File: src/hdl/psd_pkg.sv
// ----------------------------------------------------------------------------
// psd_pkg
// Shared types, constants and tables of the differential PSK symbol detector.
// ----------------------------------------------------------------------------
`default_nettype none

package psd_pkg;

	localparam int HISTORY_BITS_DEF = 32;
	localparam int CORDIC_STEPS     = 15;
	localparam int ITER_W           = $clog2(CORDIC_STEPS);
	localparam int PADDR_W          = 5;

	// Register indexes of the configuration port.
	localparam logic [2:0] REG_QPSK_MODE   = 3'd0;
	localparam logic [2:0] REG_REVERSE     = 3'd1;
	localparam logic [2:0] REG_SQL_LEVEL   = 3'd2;
	localparam logic [2:0] REG_SQL_ENABLE  = 3'd3;
	localparam logic [2:0] REG_AFC_ENABLE  = 3'd4;
	localparam logic [2:0] REG_AFC_GAIN    = 3'd5;

	localparam logic [6:0]  SQL_LEVEL_RST = 7'd20;
	localparam logic [15:0] AFC_GAIN_RST  = 16'd2000;

	typedef struct packed {
		logic        qpsk_mode;
		logic        reverse_sideband;
		logic [6:0]  squelch_level;
		logic        squelch_enable;
		logic        afc_enable;
		logic [15:0] afc_gain;
	} psd_cfg_t;

	typedef enum logic [3:0] {
		MUL_PI_SI    = 4'd0,
		MUL_PQ_SQ    = 4'd1,
		MUL_PI_SQ    = 4'd2,
		MUL_PQ_SI    = 4'd3,
		MUL_K_C      = 4'd4,
		MUL_K_S      = 4'd5,
		MUL_G_QR     = 4'd6,
		MUL_G_QI     = 4'd7,
		MUL_QR_QR    = 4'd8,
		MUL_QI_QI    = 4'd9,
		MUL_ERR_GAIN = 4'd10
	} psd_mul_t;

	typedef struct packed {
		psd_mul_t            mul_sel;
		logic                acc_en;
		logic                acc_clr;
		logic                acc_rnd;
		logic                acc_neg;
		logic                cap_in;
		logic                save_re;
		logic                vec_init;
		logic                vec_step;
		logic                decide;
		logic                rot_step;
		logic                qr_load;
		logic                qi_load;
		logic                finish;
		logic                load_out;
		logic [ITER_W-1:0]   iter;
	} psd_cmd_t;

	typedef struct packed {
		logic [15:0]        phase_turn;
		logic [1:0]         decided_bits;
		logic               data_valid;
		logic               carrier_detect;
		logic [6:0]         quality_metric;
		logic signed [15:0] freq_step;
	} psd_res_t;

	// Arctangent of 2^-i as a 16-bit fraction of a turn.
	function automatic logic [15:0] psd_atan(input logic [ITER_W-1:0] i);
		logic [15:0] r;
		case (i)
			4'd0:  r = 16'd8192;
			4'd1:  r = 16'd4836;
			4'd2:  r = 16'd2555;
			4'd3:  r = 16'd1297;
			4'd4:  r = 16'd651;
			4'd5:  r = 16'd326;
			4'd6:  r = 16'd163;
			4'd7:  r = 16'd81;
			4'd8:  r = 16'd41;
			4'd9:  r = 16'd20;
			4'd10: r = 16'd10;
			4'd11: r = 16'd5;
			4'd12: r = 16'd3;
			4'd13: r = 16'd1;
			4'd14: r = 16'd1;
			default: r = 16'd0;
		endcase
		return r;
	endfunction

endpackage

`default_nettype wire

File: src/hdl/psd_if.sv
// ----------------------------------------------------------------------------
// psd_in_if / psd_out_if
// Valid/ready channels for symbols in and detector results out.
// ----------------------------------------------------------------------------
`default_nettype none

interface psd_in_if;
	logic               valid;
	logic               ready;
	logic signed [15:0] sym_i;
	logic signed [15:0] sym_q;
	modport source(output valid, sym_i, sym_q, input ready);
	modport sink(input valid, sym_i, sym_q, output ready);
endinterface

interface psd_out_if;
	logic               valid;
	logic               ready;
	logic [15:0]        phase_turn;
	logic [1:0]         decided_bits;
	logic               data_valid;
	logic               carrier_detect;
	logic [6:0]         quality_metric;
	logic signed [15:0] freq_step;
	modport source(output valid, phase_turn, decided_bits, data_valid, carrier_detect,
		quality_metric, freq_step, input ready);
	modport sink(input valid, phase_turn, decided_bits, data_valid, carrier_detect,
		quality_metric, freq_step, output ready);
endinterface

`default_nettype wire

File: src/hdl/psd_ctrl.sv
// ----------------------------------------------------------------------------
// psd_ctrl
// Sequencer that steps the datapath through one symbol.
// ----------------------------------------------------------------------------
`default_nettype none

module psd_ctrl (
	input  wire logic          clk,
	input  wire logic          arst_n,
	input  wire logic          in_valid,
	output logic               in_ready,
	output logic               out_valid,
	input  wire logic          out_ready,
	output psd_pkg::psd_cmd_t  cmd
);
	import psd_pkg::*;

	typedef enum logic [16:0] {
		ST_IDLE  = 17'h00001,
		ST_RE0   = 17'h00002,
		ST_RE1   = 17'h00004,
		ST_IM0   = 17'h00008,
		ST_IM1   = 17'h00010,
		ST_VINIT = 17'h00020,
		ST_VEC   = 17'h00040,
		ST_DEC   = 17'h00080,
		ST_ROT   = 17'h00100,
		ST_QR0   = 17'h00200,
		ST_QR1   = 17'h00400,
		ST_QI0   = 17'h00800,
		ST_QI1   = 17'h01000,
		ST_M0    = 17'h02000,
		ST_M1    = 17'h04000,
		ST_FIN   = 17'h08000,
		ST_OUT   = 17'h10000
	} state_t;

	localparam logic [ITER_W-1:0] LAST_ITER = ITER_W'(CORDIC_STEPS - 1);

	state_t            state_q, state_d;
	logic [ITER_W-1:0] cnt_q;
	logic              out_valid_q;
	logic              in_fire;

	assign in_ready  = (state_q == ST_IDLE);
	assign in_fire   = in_valid && in_ready;
	assign out_valid = out_valid_q;

	always_comb begin
		state_d     = state_q;
		cmd         = '0;
		cmd.mul_sel = MUL_PI_SI;
		cmd.iter    = cnt_q;
		case (state_q)
			ST_IDLE: begin
				cmd.cap_in = in_fire;
				if (in_fire) state_d = ST_RE0;
			end
			ST_RE0: begin
				cmd.mul_sel = MUL_PI_SI; cmd.acc_en = 1'b1; cmd.acc_clr = 1'b1;
				state_d = ST_RE1;
			end
			ST_RE1: begin
				cmd.mul_sel = MUL_PQ_SQ; cmd.acc_en = 1'b1;
				state_d = ST_IM0;
			end
			ST_IM0: begin
				cmd.mul_sel = MUL_PI_SQ; cmd.acc_en = 1'b1; cmd.acc_clr = 1'b1;
				cmd.save_re = 1'b1;
				state_d = ST_IM1;
			end
			ST_IM1: begin
				cmd.mul_sel = MUL_PQ_SI; cmd.acc_en = 1'b1; cmd.acc_neg = 1'b1;
				state_d = ST_VINIT;
			end
			ST_VINIT: begin
				cmd.vec_init = 1'b1;
				state_d = ST_VEC;
			end
			ST_VEC: begin
				cmd.vec_step = 1'b1;
				if (cnt_q == LAST_ITER) state_d = ST_DEC;
			end
			ST_DEC: begin
				cmd.decide = 1'b1;
				state_d = ST_ROT;
			end
			ST_ROT: begin
				cmd.rot_step = 1'b1;
				if (cnt_q == LAST_ITER) state_d = ST_QR0;
			end
			ST_QR0: begin
				cmd.mul_sel = MUL_K_C; cmd.acc_en = 1'b1; cmd.acc_clr = 1'b1;
				cmd.acc_rnd = 1'b1;
				state_d = ST_QR1;
			end
			ST_QR1: begin
				cmd.mul_sel = MUL_G_QR; cmd.acc_en = 1'b1;
				state_d = ST_QI0;
			end
			ST_QI0: begin
				cmd.mul_sel = MUL_K_S; cmd.acc_en = 1'b1; cmd.acc_clr = 1'b1;
				cmd.acc_rnd = 1'b1; cmd.qr_load = 1'b1;
				state_d = ST_QI1;
			end
			ST_QI1: begin
				cmd.mul_sel = MUL_G_QI; cmd.acc_en = 1'b1;
				state_d = ST_M0;
			end
			ST_M0: begin
				cmd.mul_sel = MUL_QR_QR; cmd.acc_en = 1'b1; cmd.acc_clr = 1'b1;
				cmd.qi_load = 1'b1;
				state_d = ST_M1;
			end
			ST_M1: begin
				cmd.mul_sel = MUL_QI_QI; cmd.acc_en = 1'b1;
				state_d = ST_FIN;
			end
			ST_FIN: begin
				cmd.mul_sel = MUL_ERR_GAIN; cmd.acc_en = 1'b1; cmd.acc_clr = 1'b1;
				cmd.acc_rnd = 1'b1; cmd.finish = 1'b1;
				state_d = ST_OUT;
			end
			ST_OUT: begin
				if (!out_valid_q || out_ready) begin
					cmd.load_out = 1'b1;
					state_d = ST_IDLE;
				end
			end
			default: state_d = ST_IDLE;
		endcase
	end

	always_ff @(posedge clk or negedge arst_n) begin
		if (!arst_n) begin
			state_q     <= ST_IDLE;
			cnt_q       <= '0;
			out_valid_q <= 1'b0;
		end else begin
			state_q <= state_d;
			if ((state_q == ST_VEC || state_q == ST_ROT) && cnt_q != LAST_ITER)
				cnt_q <= cnt_q + 1'b1;
			else
				cnt_q <= '0;
			if (cmd.load_out)
				out_valid_q <= 1'b1;
			else if (out_ready)
				out_valid_q <= 1'b0;
		end
	end

	// An accepted symbol always starts the multiply sequence.
	a_start: assert property (@(posedge clk) disable iff (!arst_n)
		in_fire |=> state_q == ST_RE0)
		else $error("accepted symbol did not start the sequence");

	// The result register is only loaded when it is free or being emptied.
	a_load_free: assert property (@(posedge clk) disable iff (!arst_n)
		cmd.load_out |-> (!out_valid_q || out_ready))
		else $error("result overwritten before it was taken");

	// The CORDIC counter is back at zero when a rotation begins.
	a_rot_start: assert property (@(posedge clk) disable iff (!arst_n)
		state_q == ST_DEC |=> cnt_q == '0)
		else $error("rotation started with a stale iteration count");

endmodule

`default_nettype wire

File: src/hdl/psd_dp.sv
// ----------------------------------------------------------------------------
// psd_dp
// Datapath: shared multiply-accumulate, CORDIC unit, quality and detect state.
// ----------------------------------------------------------------------------
`default_nettype none

module psd_dp #(
	parameter int HISTORY_BITS = psd_pkg::HISTORY_BITS_DEF
) (
	input  wire logic               clk,
	input  wire logic               arst_n,
	input  wire psd_pkg::psd_cmd_t  cmd,
	input  wire psd_pkg::psd_cfg_t  cfg,
	input  wire logic signed [15:0] sym_i,
	input  wire logic signed [15:0] sym_q,
	output psd_pkg::psd_res_t       res
);
	import psd_pkg::*;

	logic signed [15:0] si_q, sq_q, pi_q, pq_q;
	logic signed [37:0] acc_q, re_q;
	logic signed [35:0] vx_q, vy_q;
	logic [15:0]        ang_q, phase_q;
	logic               zero_q;
	logic [1:0]         bits_q;
	logic signed [19:0] rx_q, ry_q;
	logic signed [17:0] rz_q;
	logic               neg_q;
	logic signed [17:0] qre_q, qim_q;
	logic [HISTORY_BITS-1:0] hist_q;
	logic               det_q, valid_q;
	logic [1:0]         dec_q;
	logic [6:0]         metric_q;
	psd_res_t           res_q;

	function automatic logic signed [17:0] sat18(input logic signed [21:0] v);
		if (v > 22'sd131071) return 18'sh1FFFF;
		if (v < -22'sd131072) return 18'sh20000;
		return v[17:0];
	endfunction

	function automatic logic signed [15:0] sat16(input logic signed [21:0] v);
		if (v > 22'sd32767) return 16'sh7FFF;
		if (v < -22'sd32768) return 16'sh8000;
		return v[15:0];
	endfunction

	// Shared 18x18 multiplier.
	logic signed [17:0] ma, mb;
	logic signed [35:0] prod;
	logic signed [19:0] c20, s20;
	logic signed [15:0] err;

	assign c20 = neg_q ? -rx_q : rx_q;
	assign s20 = neg_q ? -ry_q : ry_q;
	assign err = phase_q - {bits_q, 14'b0};

	always_comb begin
		case (cmd.mul_sel)
			MUL_PI_SI:    begin ma = 18'(pi_q);     mb = 18'(si_q);   end
			MUL_PQ_SQ:    begin ma = 18'(pq_q);     mb = 18'(sq_q);   end
			MUL_PI_SQ:    begin ma = 18'(pi_q);     mb = 18'(sq_q);   end
			MUL_PQ_SI:    begin ma = 18'(pq_q);     mb = 18'(si_q);   end
			MUL_K_C:      begin ma = 18'sd1311;     mb = c20[17:0];   end
			MUL_K_S:      begin ma = 18'sd1311;     mb = s20[17:0];   end
			MUL_G_QR:     begin ma = 18'sd64225;    mb = qre_q;       end
			MUL_G_QI:     begin ma = 18'sd64225;    mb = qim_q;       end
			MUL_QR_QR:    begin ma = qre_q;         mb = qre_q;       end
			MUL_QI_QI:    begin ma = qim_q;         mb = qim_q;       end
			MUL_ERR_GAIN: begin ma = 18'(err);      mb = {2'b00, cfg.afc_gain}; end
			default:      begin ma = '0;            mb = '0;          end
		endcase
		prod = ma * mb;
	end

	logic signed [37:0] acc_base, acc_term;
	assign acc_base = cmd.acc_clr ? (cmd.acc_rnd ? 38'sd32768 : 38'sd0) : acc_q;
	assign acc_term = cmd.acc_neg ? -38'(prod) : 38'(prod);

	// Vectoring and rotation steps.
	logic signed [35:0] vx0, vy0;
	logic [15:0]        atan_v;
	logic [15:0]        phase_d, rot_a;
	logic [1:0]         bits_d;
	logic signed [17:0] z0;

	assign vx0    = re_q[35:0];
	assign vy0    = acc_q[35:0];
	assign atan_v = psd_atan(cmd.iter);
	assign phase_d = zero_q ? 16'd0 : ang_q;

	always_comb begin
		logic [15:0] tq, tb;
		tq = phase_d + 16'd8192;
		tb = phase_d + 16'd16384;
		bits_d = cfg.qpsk_mode ? tq[15:14] : {tb[15], 1'b0};
		rot_a  = cfg.qpsk_mode ? {phase_d[13:0], 2'b00} : {phase_d[14:0], 1'b0};
		case (rot_a[15:14])
			2'b00, 2'b11: z0 = 18'(signed'(rot_a));
			default:      z0 = 18'(signed'({~rot_a[15], rot_a[14:0]}));
		endcase
	end

	// End-of-symbol decisions.
	logic [36:0]             sqsum;
	logic [43:0]             m100;
	logic [11:0]             m_hi;
	logic [HISTORY_BITS-1:0] hist_d, pre;
	logic                    is_pre, is_zero, det_d;

	always_comb begin
		for (int k = 0; k < HISTORY_BITS; k++) pre[k] = k[0];
		sqsum   = acc_q[36:0];
		m100    = {sqsum, 6'b0} + {1'b0, sqsum, 5'b0} + {5'b0, sqsum, 2'b0};
		m_hi    = m100[43:32];
		hist_d  = {hist_q[HISTORY_BITS-3:0], bits_q};
		is_pre  = (hist_d == pre);
		is_zero = (hist_d == '0);
		if (is_pre)       det_d = 1'b1;
		else if (is_zero) det_d = 1'b0;
		else              det_d = m100 > {5'b0, cfg.squelch_level, 32'b0};
	end

	always_ff @(posedge clk or negedge arst_n) begin
		if (!arst_n) begin
			pi_q   <= '0;
			pq_q   <= '0;
			qre_q  <= '0;
			qim_q  <= '0;
			hist_q <= '0;
			det_q  <= 1'b0;
		end else begin
			if (cmd.qr_load) qre_q <= sat18(acc_q[37:16]);
			if (cmd.qi_load) qim_q <= sat18(acc_q[37:16]);
			if (cmd.finish) begin
				hist_q <= hist_d;
				det_q  <= det_d;
				pi_q   <= si_q;
				pq_q   <= sq_q;
				if (is_pre) begin
					qre_q <= 18'sd65536;
					qim_q <= '0;
				end else if (is_zero) begin
					qre_q <= '0;
					qim_q <= '0;
				end
			end
		end
	end

	always_ff @(posedge clk) begin
		if (cmd.cap_in) begin
			si_q <= sym_i;
			sq_q <= sym_q;
		end
		if (cmd.acc_en) acc_q <= acc_base + acc_term;
		if (cmd.save_re) re_q <= acc_q;
		if (cmd.vec_init) begin
			zero_q <= (vx0 == '0) && (vy0 == '0);
			if (vx0 < 0) begin
				vx_q  <= -vx0;
				vy_q  <= -vy0;
				ang_q <= 16'd32768;
			end else begin
				vx_q  <= vx0;
				vy_q  <= vy0;
				ang_q <= 16'd0;
			end
		end
		if (cmd.vec_step) begin
			if (vy_q >= 0) begin
				vx_q  <= vx_q + (vy_q >>> cmd.iter);
				vy_q  <= vy_q - (vx_q >>> cmd.iter);
				ang_q <= ang_q + atan_v;
			end else begin
				vx_q  <= vx_q - (vy_q >>> cmd.iter);
				vy_q  <= vy_q + (vx_q >>> cmd.iter);
				ang_q <= ang_q - atan_v;
			end
		end
		if (cmd.decide) begin
			phase_q <= phase_d;
			bits_q  <= bits_d;
			rx_q    <= 20'sd39797;
			ry_q    <= '0;
			rz_q    <= z0;
			neg_q   <= (rot_a[15:14] == 2'b01) || (rot_a[15:14] == 2'b10);
		end
		if (cmd.rot_step) begin
			if (rz_q >= 0) begin
				rx_q <= rx_q - (ry_q >>> cmd.iter);
				ry_q <= ry_q + (rx_q >>> cmd.iter);
				rz_q <= rz_q - 18'(atan_v);
			end else begin
				rx_q <= rx_q + (ry_q >>> cmd.iter);
				ry_q <= ry_q - (rx_q >>> cmd.iter);
				rz_q <= rz_q + 18'(atan_v);
			end
		end
		if (cmd.finish) begin
			metric_q <= (m_hi > 12'd100) ? 7'd100 : m_hi[6:0];
			valid_q  <= det_d || !cfg.squelch_enable;
			if (cfg.qpsk_mode)
				dec_q <= cfg.reverse_sideband ? 2'(3'd4 - {1'b0, bits_q}) : bits_q;
			else
				dec_q <= (bits_q == 2'd0) ? 2'd1 : 2'd0;
		end
		if (cmd.load_out) begin
			res_q.phase_turn     <= phase_q;
			res_q.decided_bits   <= dec_q;
			res_q.data_valid     <= valid_q;
			res_q.carrier_detect <= det_q;
			res_q.quality_metric <= metric_q;
			res_q.freq_step      <= (valid_q && cfg.afc_enable) ? sat16(acc_q[37:16]) : '0;
		end
	end

	assign res = res_q;

endmodule

`default_nettype wire

File: src/hdl/psk_symbol_detector_dcd_afc.sv
// ----------------------------------------------------------------------------
// psk_symbol_detector_dcd_afc
// Differential PSK symbol detector with carrier detect and AFC step output.
// ----------------------------------------------------------------------------
// The two 15-step CORDIC passes and the eleven operations on the single
//   shared multiplier run one after another for each symbol; no new symbol
//   is taken until the previous one has been through all of them.
// A new symbol is taken while the previous result still waits in the output
//   register; a later result waits until that register has been emptied.
// Reset (arst_n low, asynchronous) clears the sequencer, the previous symbol,
//   the quality vector, the dibit history and detect, and restores registers.
`default_nettype none

module psk_symbol_detector_dcd_afc #(
	parameter int HISTORY_BITS = psd_pkg::HISTORY_BITS_DEF
) (
	input  wire logic                        clk,
	input  wire logic                        arst_n,
	input  wire logic                        psel,
	input  wire logic                        penable,
	input  wire logic                        pwrite,
	input  wire logic [psd_pkg::PADDR_W-1:0] paddr,
	input  wire logic [31:0]                 pwdata,
	output logic [31:0]                      prdata,
	output logic                             pready,
	psd_in_if.sink                           in_ch,
	psd_out_if.source                        out_ch
);
	import psd_pkg::*;

	// Configuration registers. Writes land on the access phase of the bus
	// cycle; an address past the last register is silently ignored.
	psd_cfg_t   cfg_q;
	logic       wr_en;
	logic [2:0] reg_idx;

	assign pready  = 1'b1;
	assign wr_en   = psel && penable && pwrite && pready;
	assign reg_idx = paddr[PADDR_W-1:2];

	always_ff @(posedge clk or negedge arst_n) begin
		if (!arst_n) begin
			cfg_q.qpsk_mode        <= 1'b0;
			cfg_q.reverse_sideband <= 1'b0;
			cfg_q.squelch_level    <= SQL_LEVEL_RST;
			cfg_q.squelch_enable   <= 1'b1;
			cfg_q.afc_enable       <= 1'b0;
			cfg_q.afc_gain         <= AFC_GAIN_RST;
		end else if (wr_en) begin
			case (reg_idx)
				REG_QPSK_MODE:  cfg_q.qpsk_mode        <= pwdata[0];
				REG_REVERSE:    cfg_q.reverse_sideband <= pwdata[0];
				REG_SQL_LEVEL:  cfg_q.squelch_level    <= pwdata[6:0];
				REG_SQL_ENABLE: cfg_q.squelch_enable   <= pwdata[0];
				REG_AFC_ENABLE: cfg_q.afc_enable       <= pwdata[0];
				REG_AFC_GAIN:   cfg_q.afc_gain         <= pwdata[15:0];
				default: ;
			endcase
		end
	end

	always_comb begin
		case (reg_idx)
			REG_QPSK_MODE:  prdata = {31'b0, cfg_q.qpsk_mode};
			REG_REVERSE:    prdata = {31'b0, cfg_q.reverse_sideband};
			REG_SQL_LEVEL:  prdata = {25'b0, cfg_q.squelch_level};
			REG_SQL_ENABLE: prdata = {31'b0, cfg_q.squelch_enable};
			REG_AFC_ENABLE: prdata = {31'b0, cfg_q.afc_enable};
			REG_AFC_GAIN:   prdata = {16'b0, cfg_q.afc_gain};
			default:        prdata = '0;
		endcase
	end

	// The sequencer owns the handshakes and the result valid flag; the
	// datapath holds every value and follows the sequencer's commands.
	psd_cmd_t cmd;
	psd_res_t res;

	psd_ctrl u_ctrl (
		.clk       (clk),
		.arst_n    (arst_n),
		.in_valid  (in_ch.valid),
		.in_ready  (in_ch.ready),
		.out_valid (out_ch.valid),
		.out_ready (out_ch.ready),
		.cmd       (cmd)
	);

	psd_dp #(
		.HISTORY_BITS (HISTORY_BITS)
	) u_dp (
		.clk    (clk),
		.arst_n (arst_n),
		.cmd    (cmd),
		.cfg    (cfg_q),
		.sym_i  (in_ch.sym_i),
		.sym_q  (in_ch.sym_q),
		.res    (res)
	);

	assign out_ch.phase_turn     = res.phase_turn;
	assign out_ch.decided_bits   = res.decided_bits;
	assign out_ch.data_valid     = res.data_valid;
	assign out_ch.carrier_detect = res.carrier_detect;
	assign out_ch.quality_metric = res.quality_metric;
	assign out_ch.freq_step      = res.freq_step;

endmodule

`default_nettype wire

File: src/flat_wrapper.sv
// flat-port wrapper written by rule: the top's interface ports become plain ports
module psk_symbol_detector_dcd_afc_flat import psd_pkg::*;
#(
	parameter int HISTORY_BITS = psd_pkg::HISTORY_BITS_DEF
)
  (clk, arst_n, psel, penable, pwrite, paddr, pwdata, prdata, pready, in_ch_valid, in_ch_sym_i, in_ch_sym_q, in_ch_ready, out_ch_valid, out_ch_phase_turn, out_ch_decided_bits, out_ch_data_valid, out_ch_carrier_detect, out_ch_quality_metric, out_ch_freq_step, out_ch_ready);
  psd_in_if in_ch_i ();
  psd_out_if out_ch_i ();
  input  wire logic clk;
  input  wire logic arst_n;
  input  wire logic psel;
  input  wire logic penable;
  input  wire logic pwrite;
  input  wire logic [psd_pkg::PADDR_W-1:0] paddr;
  input  wire logic [31:0] pwdata;
  output logic [31:0] prdata;
  output logic pready;
  input wire logic [$bits(in_ch_i.valid)-1:0] in_ch_valid;
  input wire logic [$bits(in_ch_i.sym_i)-1:0] in_ch_sym_i;
  input wire logic [$bits(in_ch_i.sym_q)-1:0] in_ch_sym_q;
  output wire logic [$bits(in_ch_i.ready)-1:0] in_ch_ready;
  output wire logic [$bits(out_ch_i.valid)-1:0] out_ch_valid;
  output wire logic [$bits(out_ch_i.phase_turn)-1:0] out_ch_phase_turn;
  output wire logic [$bits(out_ch_i.decided_bits)-1:0] out_ch_decided_bits;
  output wire logic [$bits(out_ch_i.data_valid)-1:0] out_ch_data_valid;
  output wire logic [$bits(out_ch_i.carrier_detect)-1:0] out_ch_carrier_detect;
  output wire logic [$bits(out_ch_i.quality_metric)-1:0] out_ch_quality_metric;
  output wire logic [$bits(out_ch_i.freq_step)-1:0] out_ch_freq_step;
  input wire logic [$bits(out_ch_i.ready)-1:0] out_ch_ready;
  assign in_ch_i.valid = in_ch_valid;
  assign in_ch_i.sym_i = in_ch_sym_i;
  assign in_ch_i.sym_q = in_ch_sym_q;
  assign in_ch_ready = in_ch_i.ready;
  assign out_ch_valid = out_ch_i.valid;
  assign out_ch_phase_turn = out_ch_i.phase_turn;
  assign out_ch_decided_bits = out_ch_i.decided_bits;
  assign out_ch_data_valid = out_ch_i.data_valid;
  assign out_ch_carrier_detect = out_ch_i.carrier_detect;
  assign out_ch_quality_metric = out_ch_i.quality_metric;
  assign out_ch_freq_step = out_ch_i.freq_step;
  assign out_ch_i.ready = out_ch_ready;
  psk_symbol_detector_dcd_afc #(.HISTORY_BITS(HISTORY_BITS)) u_core (.clk(clk), .arst_n(arst_n), .psel(psel), .penable(penable), .pwrite(pwrite), .paddr(paddr), .pwdata(pwdata), .prdata(prdata), .pready(pready), .in_ch(in_ch_i), .out_ch(out_ch_i));
endmodule
File: config.mk
export PLATFORM = sky130hd
export DESIGN_NAME = psk_symbol_detector_dcd_afc_flat
export DESIGN_NICKNAME = d
export VERILOG_FILES = /design/src/hdl/psd_pkg.sv /design/src/hdl/psd_if.sv /design/src/hdl/psd_ctrl.sv /design/src/hdl/psd_dp.sv /design/src/hdl/psk_symbol_detector_dcd_afc.sv /design/src/flat_wrapper.sv
export SDC_FILE = /design/constraint.sdc
export NUM_CORES = 2
export LEC_CHECK = 0
export BUFFER_PORTS_ARGS = -buffer_cell sky130_fd_sc_hd__buf_2
export CAP_MARGIN = 20
export CORE_UTILIZATION = 30
export DETAILED_ROUTE_END_ITERATION = 10
export PLACE_DENSITY_LB_ADDON = 0.15
export SYNTH_ARGS = -nofsm -noshare
export SYNTH_HDL_FRONTEND = slang
export SYNTH_HIERARCHICAL = 1
export SYNTH_SLANG_ARGS = --single-unit
File: constraint.sdc
create_clock -name clk -period 39.6 [get_ports clk]
set_clock_uncertainty 0.15 [all_clocks]
set_input_delay 7.92 -clock clk [delete_from_list [all_inputs] [get_ports clk]]
set_output_delay 7.92 -clock clk [all_outputs]
set_load 0.01 [all_outputs]
==> key figures <==
Cells and area
  • Commonest cells after routing, fill and taps aside: nand2_1, inv_1, nor2_1, ha_1, fa_1
  • Area Growth Syn to Fin: 9.469%
  • Fin nets: 6702
  • Final core utilization: 33.23%
  • Layout cells sized above 1: 10.51%
  • Design area: 0.05954 mm2
  • Post-route insts no fill: 8275
  • Fillers: 18600
  • Most common cell after layout, fill and taps aside: nand2_1

Pwr
  • Pwr/cell area: 43.28 mW/mm2
  • Leakage: 25.54 nW
  • NetSw: 1.162 mW
  • Worst IR drop on VDD: 0.03974 mV
  • Overall Power: 2.577 mW
  • Sw Share: 45.09%
  • Sequential fraction of design power: 25.9%
  • Combinational Power Share: 52.0%
  • P_int: 1.415 mW
  • Clk pwr share: 22.1%

GRT
  • Largest net degree at the start of global routing: 94
  • GRT Total Usage: 19.20%
  • Initial antenna violation count: 4
  • Grt total ovfl: 0
  • Vias in the first global route: 42870
  • Global-route wire length before repair: 268.5 mm

Critical path
  • Crit path DAT: 9.11 ns
  • Crit start category: input pin
  • Delay-heaviest family, CP: multiplexers
  • CP Class: input pin to primary output
  • CP bufs+invs: 2
  • CP Max Fanout: 8
  • Slowest Stage Delay on Critical Path: 0.57 ns
  • Crit path cell chain: buf_2, mux4_1, mux2_2, buf_2
  • WP data required: 31.53 ns
  • Cell mode on critical path: buf_2
  • Slowest cell on crit path: mux4_1
  • CP endpoint kind: primary output

CTS
  • Clk root buf: clkbuf_16
  • Hold-fix buffers, CTS: 0
  • Clock slew at the register clock pins of the worst setup and hold paths: 0.06 ns
  • Clock Path Buffers: 3
  • CTS tree: built
  • Num CTS Buffers: 59
  • CTS resizes: 0
  • H-tree lvl count: 2
  • Post-CTS Setup Bufs: 0
  • Sink Count: 473
  • Worst skew pair latency: 0.70 ns

Placed design
  • Port-buffer cells: 118
  • Routability congestion estimate: 0.8634
  • Placed cells: 8163
  • Place WS: 22.43 ns
  • Post-DP Area: 0.05749 mm2
  • Final HPWL DP: 139.0 mm

Drt
  • Post-DR vias/cell: 5.208
  • Detailed-route wire length: 178.2 mm
  • DRT antenna net count: 0
  • Iter 0 DRT Violations: 3084
  • DRC: 0
  • TritonRoute pass-1 iters: 6
  • Via count: 43100
  • DR WL/cell: 21.54 um

Floorplan
  • Die H: 427.8 um
  • CORE AREA: 0.1792 mm2
  • Die Wd: 427.8 um
  • Number of I/O pins: 154
  • FP Rows: 155
  • Starting Density: 30.35%
  • Die area: 0.1830 mm2

STA
  • RSZ-0062 raised after global routing: no
  • Period utilization: 43.38%
  • Setup TNS Final: 0 ns
  • Final slew viol count: 0
  • Crit path time final: 17.18 ns
  • Setup WS post-layout: 22.42 ns
  • Fmax: 58.21 MHz
  • Hold WS: 0.2717 ns
  • Worst-Margin Slew: 1.179 ns
  • Count of final hold-check violations: 0
  • Number of setup violations in the final report: 0
  • Max_slew headroom: 21.38%

Yosys
  • Synth Area in XOR/XNOR: 7.283%
  • Mean Syn Cell Area: 9.278 um2
  • Mux share of post-synthesis cell area: 9.204%
  • Ys Warns: 6
  • Post-synthesis compound-gate area fraction: 14.84%
  • Area of the mapped netlist: 0.05439 mm2
  • Netlist cell types: 109
  • FFs w/ async S/R, synth: 31.29%
  • Synth Area in Adders: 22.51%
  • Post-synth top flop: edfxtp_1
  • Combinational family with the most area after synthesis: adder cells
  • Cells after synthesis: 5862
  • Post-synth EDFFs: 325
  • Simple-gate share of the synthesized area: 15.23%
  • Post-synthesis sequential area ratio: 24.78%
  • Flops & latches, synth: 473

Status
  • Status: finished, final reports clean

Worst hold path
  • HP Class: flop to flop

Run
  • Max-Cap Viols: 0
## sequential cells by signal, indices dropped and copies added, names as in the netlist, 7 cells and up
signal,count
u_core/u_dp/res,43
u_core/u_dp/acc_q,38
u_core/u_dp/re_q,36
u_core/u_dp/vx_q,36
u_core/u_dp/vy_q,36
u_core/u_dp/hist_q,30
u_core/cfg_q,27
u_core/u_dp/rx_q,20
u_core/u_dp/ry_q,20
u_core/u_dp/qim_q,18
u_core/u_dp/qre_q,18
u_core/u_dp/rz_q,18
u_core/u_ctrl/state_q,17
u_core/u_dp/ang_q,16
u_core/u_dp/phase_q,16
u_core/u_dp/pi_q,16
u_core/u_dp/pq_q,16
u_core/u_dp/si_q,16
u_core/u_dp/sq_q,16
u_core/u_dp/metric_q,7
## per-layer routing
layer / vias up / wire length (um) / global-route usage [%]
met1: 21620 / 82270 / 26.43
li1: 20470 / - / -
met2: 837 / 85760 / 32.37
met3: 171 / 5611 / 1.500
met4: 0 / 4591 / 4.917
met5: - / 0 / 0
## final cells by class
class	count	area [um2]	share of cell area [%]
Antenna cell	1	2.502	0.004203
Clock buffer	68	1540	2.587
Clock inverter	42	478.0	0.8028
Inverter	570	2142	3.598
Multi-Input combinational cell	4567	37710	63.34
Sequential cell	473	13490	22.66
Tap cell	2355	2947	4.949
Timing Repair Buffer	199	1225	2.057
## power groups by stage
stage	sequential [mW]	combinational, mW	clock [mW]
final	0.667	1.34	0.570
after global routing	0.673	1.48	0.606
after CTS	0.669	1.34	0.592
after detailed placement	0.679	1.33	0
after global placement	0.678	1.32	0
after floorplan	0.641	0.921	0
## final timing paths
check	start	to	slack, ns	cells after the start
max in group asynchronous	arst_n	u_core/u_ctrl/cnt_q[2]	30.70	2
worst max register to register	u_core/u_ctrl/state_q[7]	u_core/u_dp/acc_q[37]	23.85	46
min in group asynchronous	arst_n	u_core/u_dp/pq_q[6]	7.17	1
worst min-delay path	u_core/u_dp/dec_q[0]	u_core/u_dp/res[25]	0.27	0
worst min register to register	u_core/u_dp/dec_q[0]	u_core/u_dp/res[25]	0.27	0
worst max-delay path	paddr[2]	prdata[0]	22.42	4
## cell families (layout without fill, tap and decap cells)
kind of cell,count (synthesis),after routing
muxes,337,337
adders and majority gates,756,756
other,2,18
xor gates and xnor gates,449,449
buffers and inverters,837,879
AOI/OAI and AO/OA,1260,1260
DFF,473,473
and+or+nand+nor,1748,1748
## synth_stat cells (19+ instances only)
cell	instances	area share (%)
a211o_1	20	0.32
a211oi_1	60	0.83
a21boi_0	19	0.26
a21o_1	99	1.4
a21oi_1	319	2.9
a22o_1	20	0.32
a31oi_1	48	0.55
and2_1	88	1.0
and3_1	34	0.39
buf_1	30	0.21
buf_2	29	0.27
buf_4	21	0.29
clkbuf_1	177	1.2
dfrtp_1	138	6.3
edfxtp_1	325	18
fa_1	371	14
ha_1	385	8.9
inv_1	564	3.9
mux2_2	108	2.2
mux2i_1	103	1.9
mux4_2	109	4.5
nand2_1	645	4.5
nand2b_1	67	0.77
nand3_1	86	0.79
nand3b_1	21	0.29
nand4_1	35	0.40
nor2_1	444	3.1
nor2b_1	83	0.95
nor3_1	67	0.62
nor4_1	25	0.29
o211ai_1	31	0.43
o21a_1	67	0.92
o21ai_0	292	2.7
o21ai_1	27	0.25
o21bai_1	41	0.57
o31ai_1	51	0.70
or2_2	26	0.30
or3_1	38	0.44
xnor2_1	285	4.6
xor2_1	162	2.6
(Power assumes the default switching activity.)
